`config.mk`:
```
export PLATFORM = sky130hd
export DESIGN_NAME = crc32c_record_stream_validator_core_flat
export DESIGN_NICKNAME = d
export VERILOG_FILES = /design/src/rtl/core/c32v_pkg.sv /design/src/rtl/core/c32v_stream_if.sv /design/src/rtl/core/crc32c_record_stream_validator_core.sv /design/src/flat_wrapper.sv
export SDC_FILE = /design/constraint.sdc
export NUM_CORES = 2
export LEC_CHECK = 0
export BUFFER_PORTS_ARGS = -buffer_cell sky130_fd_sc_hd__buf_2
export CAP_MARGIN = 20
export CORE_MARGIN = 2
export CORE_UTILIZATION = 57
export CTS_BUF_LIST = sky130_fd_sc_hd__clkbuf_4
export CTS_CLUSTER_DIAMETER = 80
export CTS_CLUSTER_SIZE = 16
export DETAILED_ROUTE_END_ITERATION = 10
export GPL_TIMING_DRIVEN = 1
export PLACE_DENSITY_LB_ADDON = 0.12
export SLEW_MARGIN = 25
export SYNTH_ARGS = -nofsm -noshare
export SYNTH_HDL_FRONTEND = slang
export SYNTH_SLANG_ARGS = --single-unit
```
`constraint.sdc`:
```
create_clock -name i_clk -period 10.55 [get_ports i_clk]
set_input_delay 1.055 -clock i_clk [delete_from_list [all_inputs] [get_ports i_clk]]
set_output_delay 1.055 -clock i_clk [all_outputs]
set_load 0.02 [all_outputs]
```
`src/rtl/core/c32v_pkg.sv`:
```
// Shared types, constants and the CRC32C byte step for the record stream validator.
package c32v_pkg;

    // Record framing
    localparam logic [31:0] C32V_RECORD_MAGIC    = 32'h5245_4352;
    localparam int          C32V_FIXED_HDR_BYTES = 24;
    localparam int          C32V_HEADER_PAD_DEF  = 0;

    // CRC32C, reflected form
    localparam logic [31:0] C32V_CRC_POLY = 32'h82F6_3B78;
    localparam logic [31:0] C32V_CRC_INIT = 32'hFFFF_FFFF;

    // Register defaults and widths
    localparam int          C32V_WIN_W         = 63;
    localparam int          C32V_LIMIT_W       = 25;
    localparam int          C32V_POS_W         = 25;
    localparam logic [24:0] C32V_LIMIT_DEFAULT = 25'(16 * 1024 * 1024);

    // Configuration register indexes
    typedef enum logic [1:0] {
        REG_WINDOW_START = 2'd0,
        REG_WINDOW_END   = 2'd1,
        REG_KEEP_GOING   = 2'd2,
        REG_LENGTH_LIMIT = 2'd3
    } t_reg_index;

    // Verdict codes
    typedef enum logic [2:0] {
        ST_VALID     = 3'd0,
        ST_WINDOW    = 3'd1,
        ST_CRC_BAD   = 3'd2,
        ST_BAD_MAGIC = 3'd3,
        ST_TOO_LONG  = 3'd4,
        ST_TRUNCATED = 3'd5
    } t_status;

    // Parser state
    typedef enum logic [1:0] {
        MODE_HEADER  = 2'd0,
        MODE_PAYLOAD = 2'd1,
        MODE_SKIP    = 2'd2
    } t_parse_mode;

    // Input word: one byte of the segment record area
    typedef struct packed {
        logic [7:0] data_byte;
        logic       segment_first;
        logic       segment_last;
        logic       replay_begin;
    } t_in_word;

    // Result word: one verdict
    typedef struct packed {
        t_status            status;
        logic signed [63:0] record_time;
        logic [31:0]        record_length;
        logic [31:0]        record_flags;
        logic               halted;
        logic [31:0]        corrupt_total;
    } t_out_word;

    // Configuration write word
    typedef struct packed {
        t_reg_index  reg_index;
        logic [63:0] wr_data;
    } t_cfg_word;

    // One byte through the reflected CRC32C register
    function automatic logic [31:0] crc32c_byte(input logic [31:0] crc_in,
                                                input logic [7:0]  byte_in);
        logic [31:0] c;
        c = crc_in ^ {24'd0, byte_in};
        for (int k = 0; k < 8; k++) begin
            c = c[0] ? (C32V_CRC_POLY ^ (c >> 1)) : (c >> 1);
        end
        return c;
    endfunction

endpackage

```
`src/rtl/core/c32v_stream_if.sv`:
```
// Valid/ready channel carrying one word of a chosen type.
interface c32v_stream_if #(
    parameter type T = logic
) ();
    logic valid;
    logic ready;
    T     data;

    modport source (output valid, output data, input ready);
    modport sink   (input valid, input data, output ready);
endinterface

```
`src/rtl/core/crc32c_record_stream_validator_core.sv`:
```
// Record stream validator: parses length-prefixed records and checks their CRC32C.
// Pipeline: an accepted word goes through the input register, then one pass of
//   parse/CRC logic into the result register, which gives its verdict on o_res.
// Throughput: one byte per cycle while o_res is not stalled; the single-byte CRC step
//   and header field insertion sit between the two registers.
// Reset (i_rst_n low, synchronous): both registers empty, parser at header start,
//   halt and corrupt count cleared, windows off, keep_going 1, limit 16 MiB.
module crc32c_record_stream_validator_core
    import c32v_pkg::*;
#(
    parameter int HEADER_PAD_BYTES = C32V_HEADER_PAD_DEF
) (
    input  logic           i_clk,
    input  logic           i_rst_n,
    c32v_stream_if.sink    i_rec,
    c32v_stream_if.sink    i_cfg,
    c32v_stream_if.source  o_res
);

    localparam int HDR_BYTES = C32V_FIXED_HDR_BYTES + HEADER_PAD_BYTES;
    localparam int PW        = $clog2(HDR_BYTES);
    localparam int PPW       = PW + 1;

    // Configuration registers
    logic [C32V_WIN_W-1:0]   r_win_start;
    logic [C32V_WIN_W-1:0]   r_win_end;
    logic                    r_keep_going;
    logic [C32V_LIMIT_W-1:0] r_limit;

    // Input stage
    logic     r_in_vld;
    t_in_word r_in;

    // Parser state
    t_parse_mode           r_mode;
    logic [C32V_POS_W-1:0] r_pos;
    logic [63:0]           r_shift;
    logic [31:0]           r_len;
    logic [31:0]           r_magic;
    logic [31:0]           r_scrc;
    logic [31:0]           r_flags;
    logic [31:0]           r_crc;
    logic [31:0]           r_cnt;
    logic                  r_halt;

    // Result stage
    logic      r_out_vld;
    t_out_word r_out;

    // Next values
    t_parse_mode           n_mode;
    logic [C32V_POS_W-1:0] n_pos;
    logic [63:0]           n_shift;
    logic [31:0]           n_len;
    logic [31:0]           n_magic;
    logic [31:0]           n_scrc;
    logic [31:0]           n_flags;
    logic [31:0]           n_crc;
    logic [31:0]           n_cnt;
    logic                  n_halt;
    t_out_word             n_out;

    // Decode of the current word
    logic                  w_fire;
    logic                  w_act;
    logic                  w_begin;
    logic                  w_last;
    logic                  w_restart;
    t_parse_mode           w_mode;
    logic [C32V_POS_W-1:0] w_pos;
    logic [PW-1:0]         w_p;
    logic [PPW-1:0]        w_pp;
    logic                  w_hdr_done;
    logic                  w_pay_done;
    logic                  w_magic_ok;
    logic                  w_len_ok;
    logic                  w_len_zero;
    logic                  w_crc_ok;
    logic                  w_finish;
    logic                  w_outside;
    t_parse_mode           w_m1;
    logic [C32V_POS_W-1:0] w_p1;
    logic                  w_res_vld;
    logic                  w_fields_on;
    logic                  w_corrupt;
    logic                  w_may_halt;
    logic                  w_halt_now;
    t_status               w_status;
    logic [31:0]           w_cnt_base;

    // Handshakes
    assign w_fire      = r_in_vld && (!r_out_vld || o_res.ready);
    assign i_rec.ready = !r_in_vld || w_fire;
    assign i_cfg.ready = 1'b1;
    assign o_res.valid = r_out_vld;
    assign o_res.data  = r_out;

    // Configuration writes
    always_ff @(posedge i_clk) begin
        if (!i_rst_n) begin
            r_win_start  <= '0;
            r_win_end    <= '0;
            r_keep_going <= 1'b1;
            r_limit      <= C32V_LIMIT_DEFAULT;
        end else if (i_cfg.valid) begin
            case (i_cfg.data.reg_index)
                REG_WINDOW_START: r_win_start  <= i_cfg.data.wr_data[C32V_WIN_W-1:0];
                REG_WINDOW_END:   r_win_end    <= i_cfg.data.wr_data[C32V_WIN_W-1:0];
                REG_KEEP_GOING:   r_keep_going <= i_cfg.data.wr_data[0];
                REG_LENGTH_LIMIT: r_limit      <= i_cfg.data.wr_data[C32V_LIMIT_W-1:0];
                default: ;
            endcase
        end
    end

    // Input register
    always_ff @(posedge i_clk) begin
        if (!i_rst_n) begin
            r_in_vld <= 1'b0;
        end else if (i_rec.valid && i_rec.ready) begin
            r_in_vld <= 1'b1;
        end else if (w_fire) begin
            r_in_vld <= 1'b0;
        end
    end

    always_ff @(posedge i_clk) begin
        if (i_rec.valid && i_rec.ready) begin
            r_in <= i_rec.data;
        end
    end

    // Word decode: replay begin and segment start restart the parser first
    assign w_begin    = r_in.replay_begin;
    assign w_last     = r_in.segment_last;
    assign w_restart  = w_begin || r_in.segment_first;
    assign w_act      = w_fire && !(r_halt && !w_begin);
    assign w_mode     = w_restart ? MODE_HEADER : r_mode;
    assign w_pos      = w_restart ? '0 : r_pos;
    assign w_p        = w_pos[PW-1:0];
    assign w_pp       = {1'b0, w_p} + PPW'(1);
    assign w_hdr_done = (w_mode == MODE_HEADER) && (w_pp >= PPW'(HDR_BYTES));
    assign w_pay_done = (w_mode == MODE_PAYLOAD) && (w_pos <= C32V_POS_W'(1));

    // Header field capture and CRC
    always_comb begin
        n_shift = r_shift;
        n_len   = r_len;
        n_magic = r_magic;
        n_scrc  = r_scrc;
        n_flags = r_flags;
        n_crc   = r_crc;
        case (w_mode)
            MODE_HEADER: begin
                // new record: clear the capture fields
                if (w_p == '0) begin
                    n_shift = '0;
                    n_len   = '0;
                    n_magic = '0;
                    n_scrc  = '0;
                    n_flags = '0;
                    n_crc   = C32V_CRC_INIT;
                end
                if (w_p < PW'(4)) begin
                    n_magic[8*w_p[1:0] +: 8] = r_in.data_byte;
                end else if (w_p < PW'(8)) begin
                    n_len[8*w_p[1:0] +: 8] = r_in.data_byte;
                end else if (w_p < PW'(16)) begin
                    n_shift[8*w_p[2:0] +: 8] = r_in.data_byte;
                end else if (w_p < PW'(20)) begin
                    n_scrc[8*w_p[1:0] +: 8] = r_in.data_byte;
                end else if (w_p < PW'(24)) begin
                    n_flags[8*w_p[1:0] +: 8] = r_in.data_byte;
                end
                // crc field itself enters as zero bytes; flags and pad not covered
                if (w_p < PW'(16)) begin
                    n_crc = crc32c_byte(n_crc, r_in.data_byte);
                end else if (w_p < PW'(20)) begin
                    n_crc = crc32c_byte(n_crc, 8'd0);
                end
            end
            MODE_PAYLOAD: n_crc = crc32c_byte(r_crc, r_in.data_byte);
            default: ;
        endcase
    end

    // Record checks
    assign w_magic_ok = (n_magic == C32V_RECORD_MAGIC);
    assign w_len_ok   = (n_len <= {{(32-C32V_LIMIT_W){1'b0}}, r_limit});
    assign w_len_zero = (n_len == '0);
    assign w_crc_ok   = ((n_crc ^ C32V_CRC_INIT) == n_scrc);
    assign w_finish   = (w_hdr_done && w_magic_ok && w_len_ok && w_len_zero) || w_pay_done;
    assign w_outside  = ((r_win_start != '0) &&
                         (n_shift[63] || (n_shift[62:0] < r_win_start))) ||
                        ((r_win_end != '0) && !n_shift[63] && (n_shift[62:0] > r_win_end));

    // Next parser state
    always_comb begin
        w_m1 = MODE_HEADER;
        w_p1 = '0;
        case (w_mode)
            MODE_HEADER: begin
                if (w_hdr_done) begin
                    if (!w_magic_ok || !w_len_ok) begin
                        w_m1 = MODE_SKIP;
                    end else if (!w_len_zero) begin
                        w_m1 = MODE_PAYLOAD;
                        w_p1 = n_len[C32V_POS_W-1:0];
                    end
                end else begin
                    w_p1 = C32V_POS_W'(w_pp);
                end
            end
            MODE_PAYLOAD: begin
                if (!w_pay_done) begin
                    w_m1 = MODE_PAYLOAD;
                    w_p1 = w_pos - C32V_POS_W'(1);
                end
            end
            MODE_SKIP: begin
                w_m1 = MODE_SKIP;
                w_p1 = w_pos;
            end
            default: ;
        endcase
        // segment end: the next byte opens a new record
        n_mode = w_last ? MODE_HEADER : w_m1;
        n_pos  = w_last ? '0 : w_p1;
    end

    // Verdict
    always_comb begin
        w_res_vld   = 1'b1;
        w_fields_on = 1'b1;
        w_corrupt   = 1'b0;
        w_may_halt  = 1'b0;
        w_status    = ST_VALID;
        if (w_hdr_done && !w_magic_ok) begin
            w_status   = ST_BAD_MAGIC;
            w_corrupt  = 1'b1;
            w_may_halt = 1'b1;
        end else if (w_hdr_done && !w_len_ok) begin
            w_status  = ST_TOO_LONG;
            w_corrupt = 1'b1;
        end else if (w_finish) begin
            if (!w_crc_ok) begin
                w_status   = ST_CRC_BAD;
                w_corrupt  = 1'b1;
                w_may_halt = 1'b1;
            end else if (w_outside) begin
                w_status = ST_WINDOW;
            end
        end else if (w_last && (w_m1 == MODE_PAYLOAD)) begin
            w_status = ST_TRUNCATED;
        end else if (w_last && (w_m1 == MODE_HEADER) && (w_p1 != '0)) begin
            w_status    = ST_TRUNCATED;
            w_fields_on = 1'b0;
        end else begin
            w_res_vld = 1'b0;
        end

        w_halt_now = w_may_halt && !r_keep_going;
        w_cnt_base = w_begin ? '0 : r_cnt;
        n_cnt      = (w_corrupt && (w_cnt_base != '1)) ? w_cnt_base + 32'd1 : w_cnt_base;
        n_halt     = w_halt_now;

        n_out.status        = w_status;
        n_out.record_time   = w_fields_on ? $signed(n_shift) : '0;
        n_out.record_length = w_fields_on ? n_len : '0;
        n_out.record_flags  = w_fields_on ? n_flags : '0;
        n_out.halted        = w_halt_now;
        n_out.corrupt_total = n_cnt;
    end

    // Parser state commit; a halted parser ignores bytes until replay begin
    always_ff @(posedge i_clk) begin
        if (!i_rst_n) begin
            r_mode <= MODE_HEADER;
            r_pos  <= '0;
            r_cnt  <= '0;
            r_halt <= 1'b0;
            r_crc  <= C32V_CRC_INIT;
        end else if (w_act) begin
            r_mode <= n_mode;
            r_pos  <= n_pos;
            r_cnt  <= n_cnt;
            r_halt <= n_halt;
            r_crc  <= n_crc;
        end
    end

    always_ff @(posedge i_clk) begin
        if (w_act) begin
            r_shift <= n_shift;
            r_len   <= n_len;
            r_magic <= n_magic;
            r_scrc  <= n_scrc;
            r_flags <= n_flags;
        end
    end

    // Result register
    always_ff @(posedge i_clk) begin
        if (!i_rst_n) begin
            r_out_vld <= 1'b0;
        end else if (w_act && w_res_vld) begin
            r_out_vld <= 1'b1;
        end else if (o_res.ready) begin
            r_out_vld <= 1'b0;
        end
    end

    always_ff @(posedge i_clk) begin
        if (w_act && w_res_vld) begin
            r_out <= n_out;
        end
    end

endmodule

```
`src/flat_wrapper.sv`:
```
// flat-port wrapper written by rule: the top's interface ports become plain ports
module crc32c_record_stream_validator_core_flat import c32v_pkg::*;
#(
    parameter int HEADER_PAD_BYTES = C32V_HEADER_PAD_DEF
)
  (i_clk, i_rst_n, i_rec_valid, i_rec_data, i_rec_ready, i_cfg_valid, i_cfg_data, i_cfg_ready, o_res_valid, o_res_data, o_res_ready);
  c32v_stream_if #(.T(t_in_word)) i_rec_i ();
  c32v_stream_if #(.T(t_cfg_word)) i_cfg_i ();
  c32v_stream_if #(.T(t_out_word)) o_res_i ();
  input  logic i_clk;
  input  logic i_rst_n;
  input wire logic [$bits(i_rec_i.valid)-1:0] i_rec_valid;
  input wire logic [$bits(i_rec_i.data)-1:0] i_rec_data;
  output wire logic [$bits(i_rec_i.ready)-1:0] i_rec_ready;
  input wire logic [$bits(i_cfg_i.valid)-1:0] i_cfg_valid;
  input wire logic [$bits(i_cfg_i.data)-1:0] i_cfg_data;
  output wire logic [$bits(i_cfg_i.ready)-1:0] i_cfg_ready;
  output wire logic [$bits(o_res_i.valid)-1:0] o_res_valid;
  output wire logic [$bits(o_res_i.data)-1:0] o_res_data;
  input wire logic [$bits(o_res_i.ready)-1:0] o_res_ready;
  assign i_rec_i.valid = i_rec_valid;
  assign i_rec_i.data = i_rec_data;
  assign i_rec_ready = i_rec_i.ready;
  assign i_cfg_i.valid = i_cfg_valid;
  assign i_cfg_i.data = i_cfg_data;
  assign i_cfg_ready = i_cfg_i.ready;
  assign o_res_valid = o_res_i.valid;
  assign o_res_data = o_res_i.data;
  assign o_res_i.ready = o_res_ready;
  crc32c_record_stream_validator_core #(.HEADER_PAD_BYTES(HEADER_PAD_BYTES)) u_core (.i_clk(i_clk), .i_rst_n(i_rst_n), .i_rec(i_rec_i), .i_cfg(i_cfg_i), .o_res(o_res_i));
endmodule
```
Yosys cells after proc, flatten, opt, wreduce, memory -nomap -nowiden. Index checks and enable logic that the tools add are counted.

Reductions and logical operators: 49. Bitwise logic cells: 27. Multiplexer cells: 106. Eq/ne operators: 9. Shift-type cells: 4. Magnitude comparators: 10. $add $sub $neg: 5.

Operators with widths (count): 2-to-1 mux 32 bit (54); NOT 16 -> 17 bit (24); 2-to-1 mux 64 bit (6); 2-to-1 mux 25 bit (6); bitwise mux 32 bit (4); nonzero test 63 bit (2); case mux 25 bit (3 select lines) (1); bitwise mux 64 bit (1); case mux 32 bit (2 select lines) (1); variable shift 8 x 34 -> 64 bit, first input constant (1); indexed part select 8 x 34 -> 64 bit (1); XOR 32 x 8 -> 32 bit (2); greater-than comparator 63 bit (1); < comparator 63 bit (1); negation 5 -> 34 bit (1); negation 6 -> 34 bit (1); variable shift 8 x 34 -> 32 bit, first input constant (1); indexed part select 8 x 34 -> 32 bit (1); adder 32 x 1 -> 32 bit, second input constant (1); equality test 32 x 31 -> 1 bit, second input constant (1); equality test 32 bit (1); less-or-equal comparator 32 x 25 -> 1 bit (1); logical NOT 32 bit (1); inequality test 32 bit, second input constant (1); 22 further kinds (95).

Input bits: 82. Word-level logic and storage cells: 236. Flip-flop bits (word level): 613.

Depth between registers and ports, before layout.
Depth after elaboration: 32. Mapped depth: 34. Mapped depth without buffers: 24.

Worst setup path after synthesis. Ideal clock, no wire load.

Kind: register -> register. Start point: reg u_core.r_in[2] (netlist name). End point: reg u_core.r_out, in the netlist u_core.o_res.data[0], enable pin. Arrival time: 9924 ps. Stages on the path, launching flop included: 35. Setup time: 516 ps. Path slack: 110 ps. Required time: 10034 ps. Cell sequence: edfxtp_1 -> buf_4 -> nor2_4 -> clkbuf_1 -> clkbuf_1 -> clkbuf_1 -> clkbuf_1 -> nand2_1 -> ha_1 -> buf_2 -> or4b_2 -> clkbuf_1 -> nand2_1 -> clkbuf_1 -> clkbuf_1 -> o21ai_1 -> a32oi_1 -> inv_1 -> ha_1 -> a21o_1 -> a21o_1 -> a21o_1 -> a21o_1 -> a21oi_1 -> o221ai_1 -> a31o_2 -> or4_1 -> buf_2 -> nor3_1 -> a211oi_1 -> and4_1 -> buf_2 -> a31oi_1 -> o21ai_0 -> inv_1.

Cells in the longest elaborated chain, start to end: 24. Elaborated cells on any way between the ends: 63. Those cells by class: add/sub (3); order compare (5); eq/ne (4); shift (2); mux (28); reduce/logical (21).

RTL lines: from (decl) (line crc32c_record_stream_validator_core.sv:32) `t_in_word r_in;`; from (signal assigned) (line crc32c_record_stream_validator_core.sv:129) `r_in <= i_rec.data;`; logical OR 1 bit * (line crc32c_record_stream_validator_core.sv:136) `assign w_restart = w_begin || r_in.segment_first;`; parallel branches: the longest is 7 deep, another holds negation 5 -> 34 bit; 2-to-1 mux 32 bit * (line crc32c_record_stream_validator_core.sv:153) `case (w_mode)`; via u_core.n_len[9] (line crc32c_record_stream_validator_core.sv:54) `logic [31:0] n_len;`; parallel branches: the longest is 12 deep, another holds less-or-equal comparator 32 x 25 -> 1 bit; 2-to-1 mux 1 bit * (line crc32c_record_stream_validator_core.sv:242) `end else if (w_hdr_done && !w_len_ok) begin`; 2-to-1 mux 1 bit * (line crc32c_record_stream_validator_core.sv:238) `if (w_hdr_done && !w_magic_ok) begin`; logical AND 1 bit * (line crc32c_record_stream_validator_core.sv:314) `if (w_act && w_res_vld) begin`; to (signal assigned) (line crc32c_record_stream_validator_core.sv:315) `r_out <= n_out;`; to (decl) (line crc32c_record_stream_validator_core.sv:48) `t_out_word r_out;`.

Mark *: on every way through the listed nets, which the timed path passes. The select of a mux whose other input is x is not followed. A chain may end at the register's enable or synchronous reset.

Worst setup path after layout.
Start point: reg u_core.r_in[2] (netlist name). End point: reg u_core.r_out, in the netlist u_core.o_res.data[119], enable pin.

The elaborated chain is that of the path after synthesis.

==> qor.csv <==
stage;metric;value;unit
yosys;synth_edf_count;367;
worst_hold_path;min_path_type;primary input to register;
cts;cts_tree;built;
finish;areaGrowthSynthToFinish;7.593;%
cts;cts_resized;0;
cts;cts_buffer_depth;3;
yosys;ys_seq_area_share;43.94;%
power;irDropWorstVdd;0.09564;mV
sta;fmax;0.1148;GHz
die;die-area;65690;um2
finish;final_cell_area;39040;um2
critical_path;reg2reg_to;u_core.o_res.data[119]$_SDFFCE_PN0P_;
yosys;ys_async_sr_fraction;0;%
grt;gr-total-overflow;0;
sta;relSlewSlack;24.83;%
power;p_leak;14.80;nW
die;fp.dieW;256.3;um
die;die_y;256.3;um
power;clockPowerShare;23.8;%
sta;fin_tns_setup;0;ns
cts;clk_latency;0.93;ns
sta;setup_violations;0;
detailed_routing;post-route-drc-count;0;
sta;period_share;82.56;%
detailed_routing;drt_iter0_drc;3673;
grt;track_usage;36.39;%
critical_path;crit_path_start;u_core.r_in[2]$_DFFE_PP_;
critical_path;r2r_setup_slack;1.84;ns
placement;portBuffers;246;
power;swShare;31.04;%
critical_path;regToRegStartpoint;u_core.r_in[2]$_DFFE_PP_;
critical_path;criticalPathCategory;register to register;
finish;final_nets;4161;
critical_path;crit_required;11.16;ns
cts;hold_buffers;0;
sta;skew;0.06098;ns
yosys;syn_inst;3804;
cts;cts_setup_buffers;0;
power;switching_power;1.539;mW
detailed_routing;avgViaCountPerCell;6.452;
die;core;62970;um2
sta;finalHoldViolCount;0;
yosys;synth_cell_types;91;
yosys;synth_top_flop_cell;edfxtp_1;
yosys;ys_ff_latch;613;
detailed_routing;dr_total_vias;31010;
power;p_seq_share;53.7;%
finish;final_util;62.00;%
yosys;synth_warnings;0;
sta;rsz0062_at_grt;no;
yosys;syn_area;36290;um2
run;cap_violations;0;
detailed_routing;wire_per_inst;25.47;um
grt;grt_max_degree;102;
sta;holdWs;0.3161;ns
grt;use_met3;5.575;%
grt;met1_usage;47.65;%
grt;grt_use_met2;57.47;%
finish;final_common_cell;nand2_1;
grt;grt_pass1_vias;29290;
critical_path;start_kind;register;
cts;cts_buffers;47;
power;power.internal;3.420;mW
placement;dp_hpwl;85150;um
critical_path;endpoint_kind;register;
sta;tightest_slew;1.127;ns
detailed_routing;drt_pass1_iterations;6;
critical_path;worstSetupEndpoint;u_core.o_res.data[119]$_SDFFCE_PN0P_;
run_status;status;complete, no violations;
placement;gp_congestion;0.9757;
die;start_util;57.63;%
cts;htreeDepth;2;
power;power-per-cell-area;127.0;nW/um2
cts;clk_pin_slew_worst_paths;0.19;ns
critical_path;cp_data_arrival_time;9.32;ns
cts;cts_root_buffer;clkbuf_4;
sta;drv_slew;0;
die;ios;249;
finish;final_cell_mix;nand2_1 (572), edfxtp_1 (367), dfxtp_1 (246);
critical_path;r2r_cells;22;
detailed_routing;drt-total-wl;122400;um
worst_hold_path;hold_path_depth;1;
worst_hold_path;hold_start;i_rec_data[1];
yosys;synth.avg_cell_area;9.539;um2
yosys;syn_nets;4046;
cts;clock_sinks;613;
grt;antenna_found_initial;3;
critical_path;cp_max_fo;74;
grt;busiest_layer;met2;
finish;fillers;5537;
placement;place_area;38300;um2
detailed_routing;postRouteAntennaNets;0;
grt;grt_pass1_wl;182800;um
finish;drive_above_1_share;12.29;%
sta;period_needed;8.710;ns
power;p_comb_share;22.6;%
die;num_rows;92;
-- Yosys cell counts (14+ instances only) --
cell type  count  area (um2)
mux2i_1       33       330.3
nor2_1       242       908.4
o41a_1        84       945.9
xnor3_1       45        1013
nand2_1      574        2155
ha_1         160        2002
nor2b_1       58       362.9
nor3_1        62       310.3
nand4_1       53       331.6
dfxtp_1      246        4925
a22o_1        52       455.4
a21o_1        38       285.3
a21oi_1      231        1156
o21ai_0      138       690.7
a22oi_1       28       210.2
a31oi_1       28       175.2
and2_1        19       118.9
clkbuf_1     202       758.2
o22ai_1       14       87.58
inv_1        202       758.2
a21boi_0      88       660.6
xor2_1        55       481.7
nand2b_1      36       225.2
xnor2_1      163        1428
o211ai_1      32       240.2
buf_1         25       93.84
buf_2         36       180.2
a32oi_1       17       148.9
edfxtp_1     367       11020
nor4_1        58       362.9
nand3_1       77       385.4
a32o_1        58       580.6
and3_1        21       131.4
-- how the worst min path moves through the flow --
stage	to
2_1_floorplan	u_core.r_cnt[1]$_SDFFE_PN0P_
3_3_place_gp	u_core.r_cnt[1]$_SDFFE_PN0P_
3_5_place_dp	u_core.r_cnt[1]$_SDFFE_PN0P_
4_1_cts	u_core.r_in[4]$_DFFE_PP_
5_1_grt	u_core.r_in[4]$_DFFE_PP_
6_report	u_core.w_last$_DFFE_PP_
-- power groups by stage --
stage	Sequential, mW	Clock (mW)	Combinational (mW)
3_3_place_gp	2.71	0	1.08
3_5_place_dp	2.71	0	1.09
4_1_cts	2.66	1.19	1.10
2_1_floorplan	2.71	0	0.779
6_report	2.66	1.18	1.12
5_1_grt	2.67	1.27	1.19
-- sequential cells by signal, indices dropped and copies added, names as in the netlist --
signal               flops
u_core.o_res.data      164
u_core.o_res.valid       1
u_core.r_cnt            32
u_core.r_crc            32
u_core.r_flags          32
u_core.r_halt            1
u_core.r_in              9
u_core.r_in_vld          1
u_core.r_keep_going      1
u_core.r_len            32
u_core.r_limit          25
u_core.r_magic          32
u_core.r_mode            2
u_core.r_pos            25
u_core.r_scrc           32
u_core.r_shift          64
u_core.r_win_end        63
u_core.r_win_start      63
u_core.w_begin           1
u_core.w_last            1
-- worst max-delay path, cell delays in order (launching register included) --
cell	delay, ns
edfxtp_1	0.62
nor2_4	0.08
nand2_1	0.17
ha_1	0.22
or4b_2	0.69
nand2_1	0.38
o21ai_1	0.33
a32oi_1	0.50
inv_1	0.12
ha_1	0.32
a21o_1	0.18
a21o_1	0.17
a21oi_1	0.14
o211ai_1	0.11
a2111oi_0	0.39
o221ai_1	0.21
a31o_2	0.34
or4_1	0.66
nand2b_1	0.53
a31oi_1	0.65
o21ai_0	0.41
inv_6	0.65
buf_4	0.39
-- through the flow --
stage	instances	power (mW)	setup slack (ns)
after floorplan	3804	3.492	0.1100
after global placement	4715	3.796	2.181
after detailed placement	4715	3.802	2.188
after CTS	4801	4.947	2.090
after global routing	4805	5.120	1.499
final	4806	4.959	1.840
-- layer usage --
metal	wire length (um)	share of wire (%)
met4	8266	6.8
met3	11430	9.3
met5	12	0.0098
met1	47840	39
met2	54850	45
-- cell type report --
cell class	instances	area (um2)	share of cell area, %
Sequential cell	613	15950	40.84
Antenna cell	4	10.01	0.02564
Tap cell	846	1059	2.711
Timing Repair Buffer	332	1908	4.887
Clock buffer	74	555.5	1.423
Clock inverter	12	113.9	0.2916
Multi-Input combinational cell	2721	18670	47.82
Inverter	204	780.7	2.000
-- logic make-up (layout without fill, tap and decap cells) --
logic type,count (synthesis),in the layout,share of synthesized area [%]
buffers and inverters,470,622,5.017
AOI/OAI and AO/OA,950,950,18.83
xor gates and xnor gates,278,278,8.955
DFF,613,613,43.94
muxes,36,36,1.003
and+or+nand+nor,1296,1296,16.72
adders and majority gates,160,160,5.517
other,1,5,0.01033
Power figures use the tool's default switching activity.
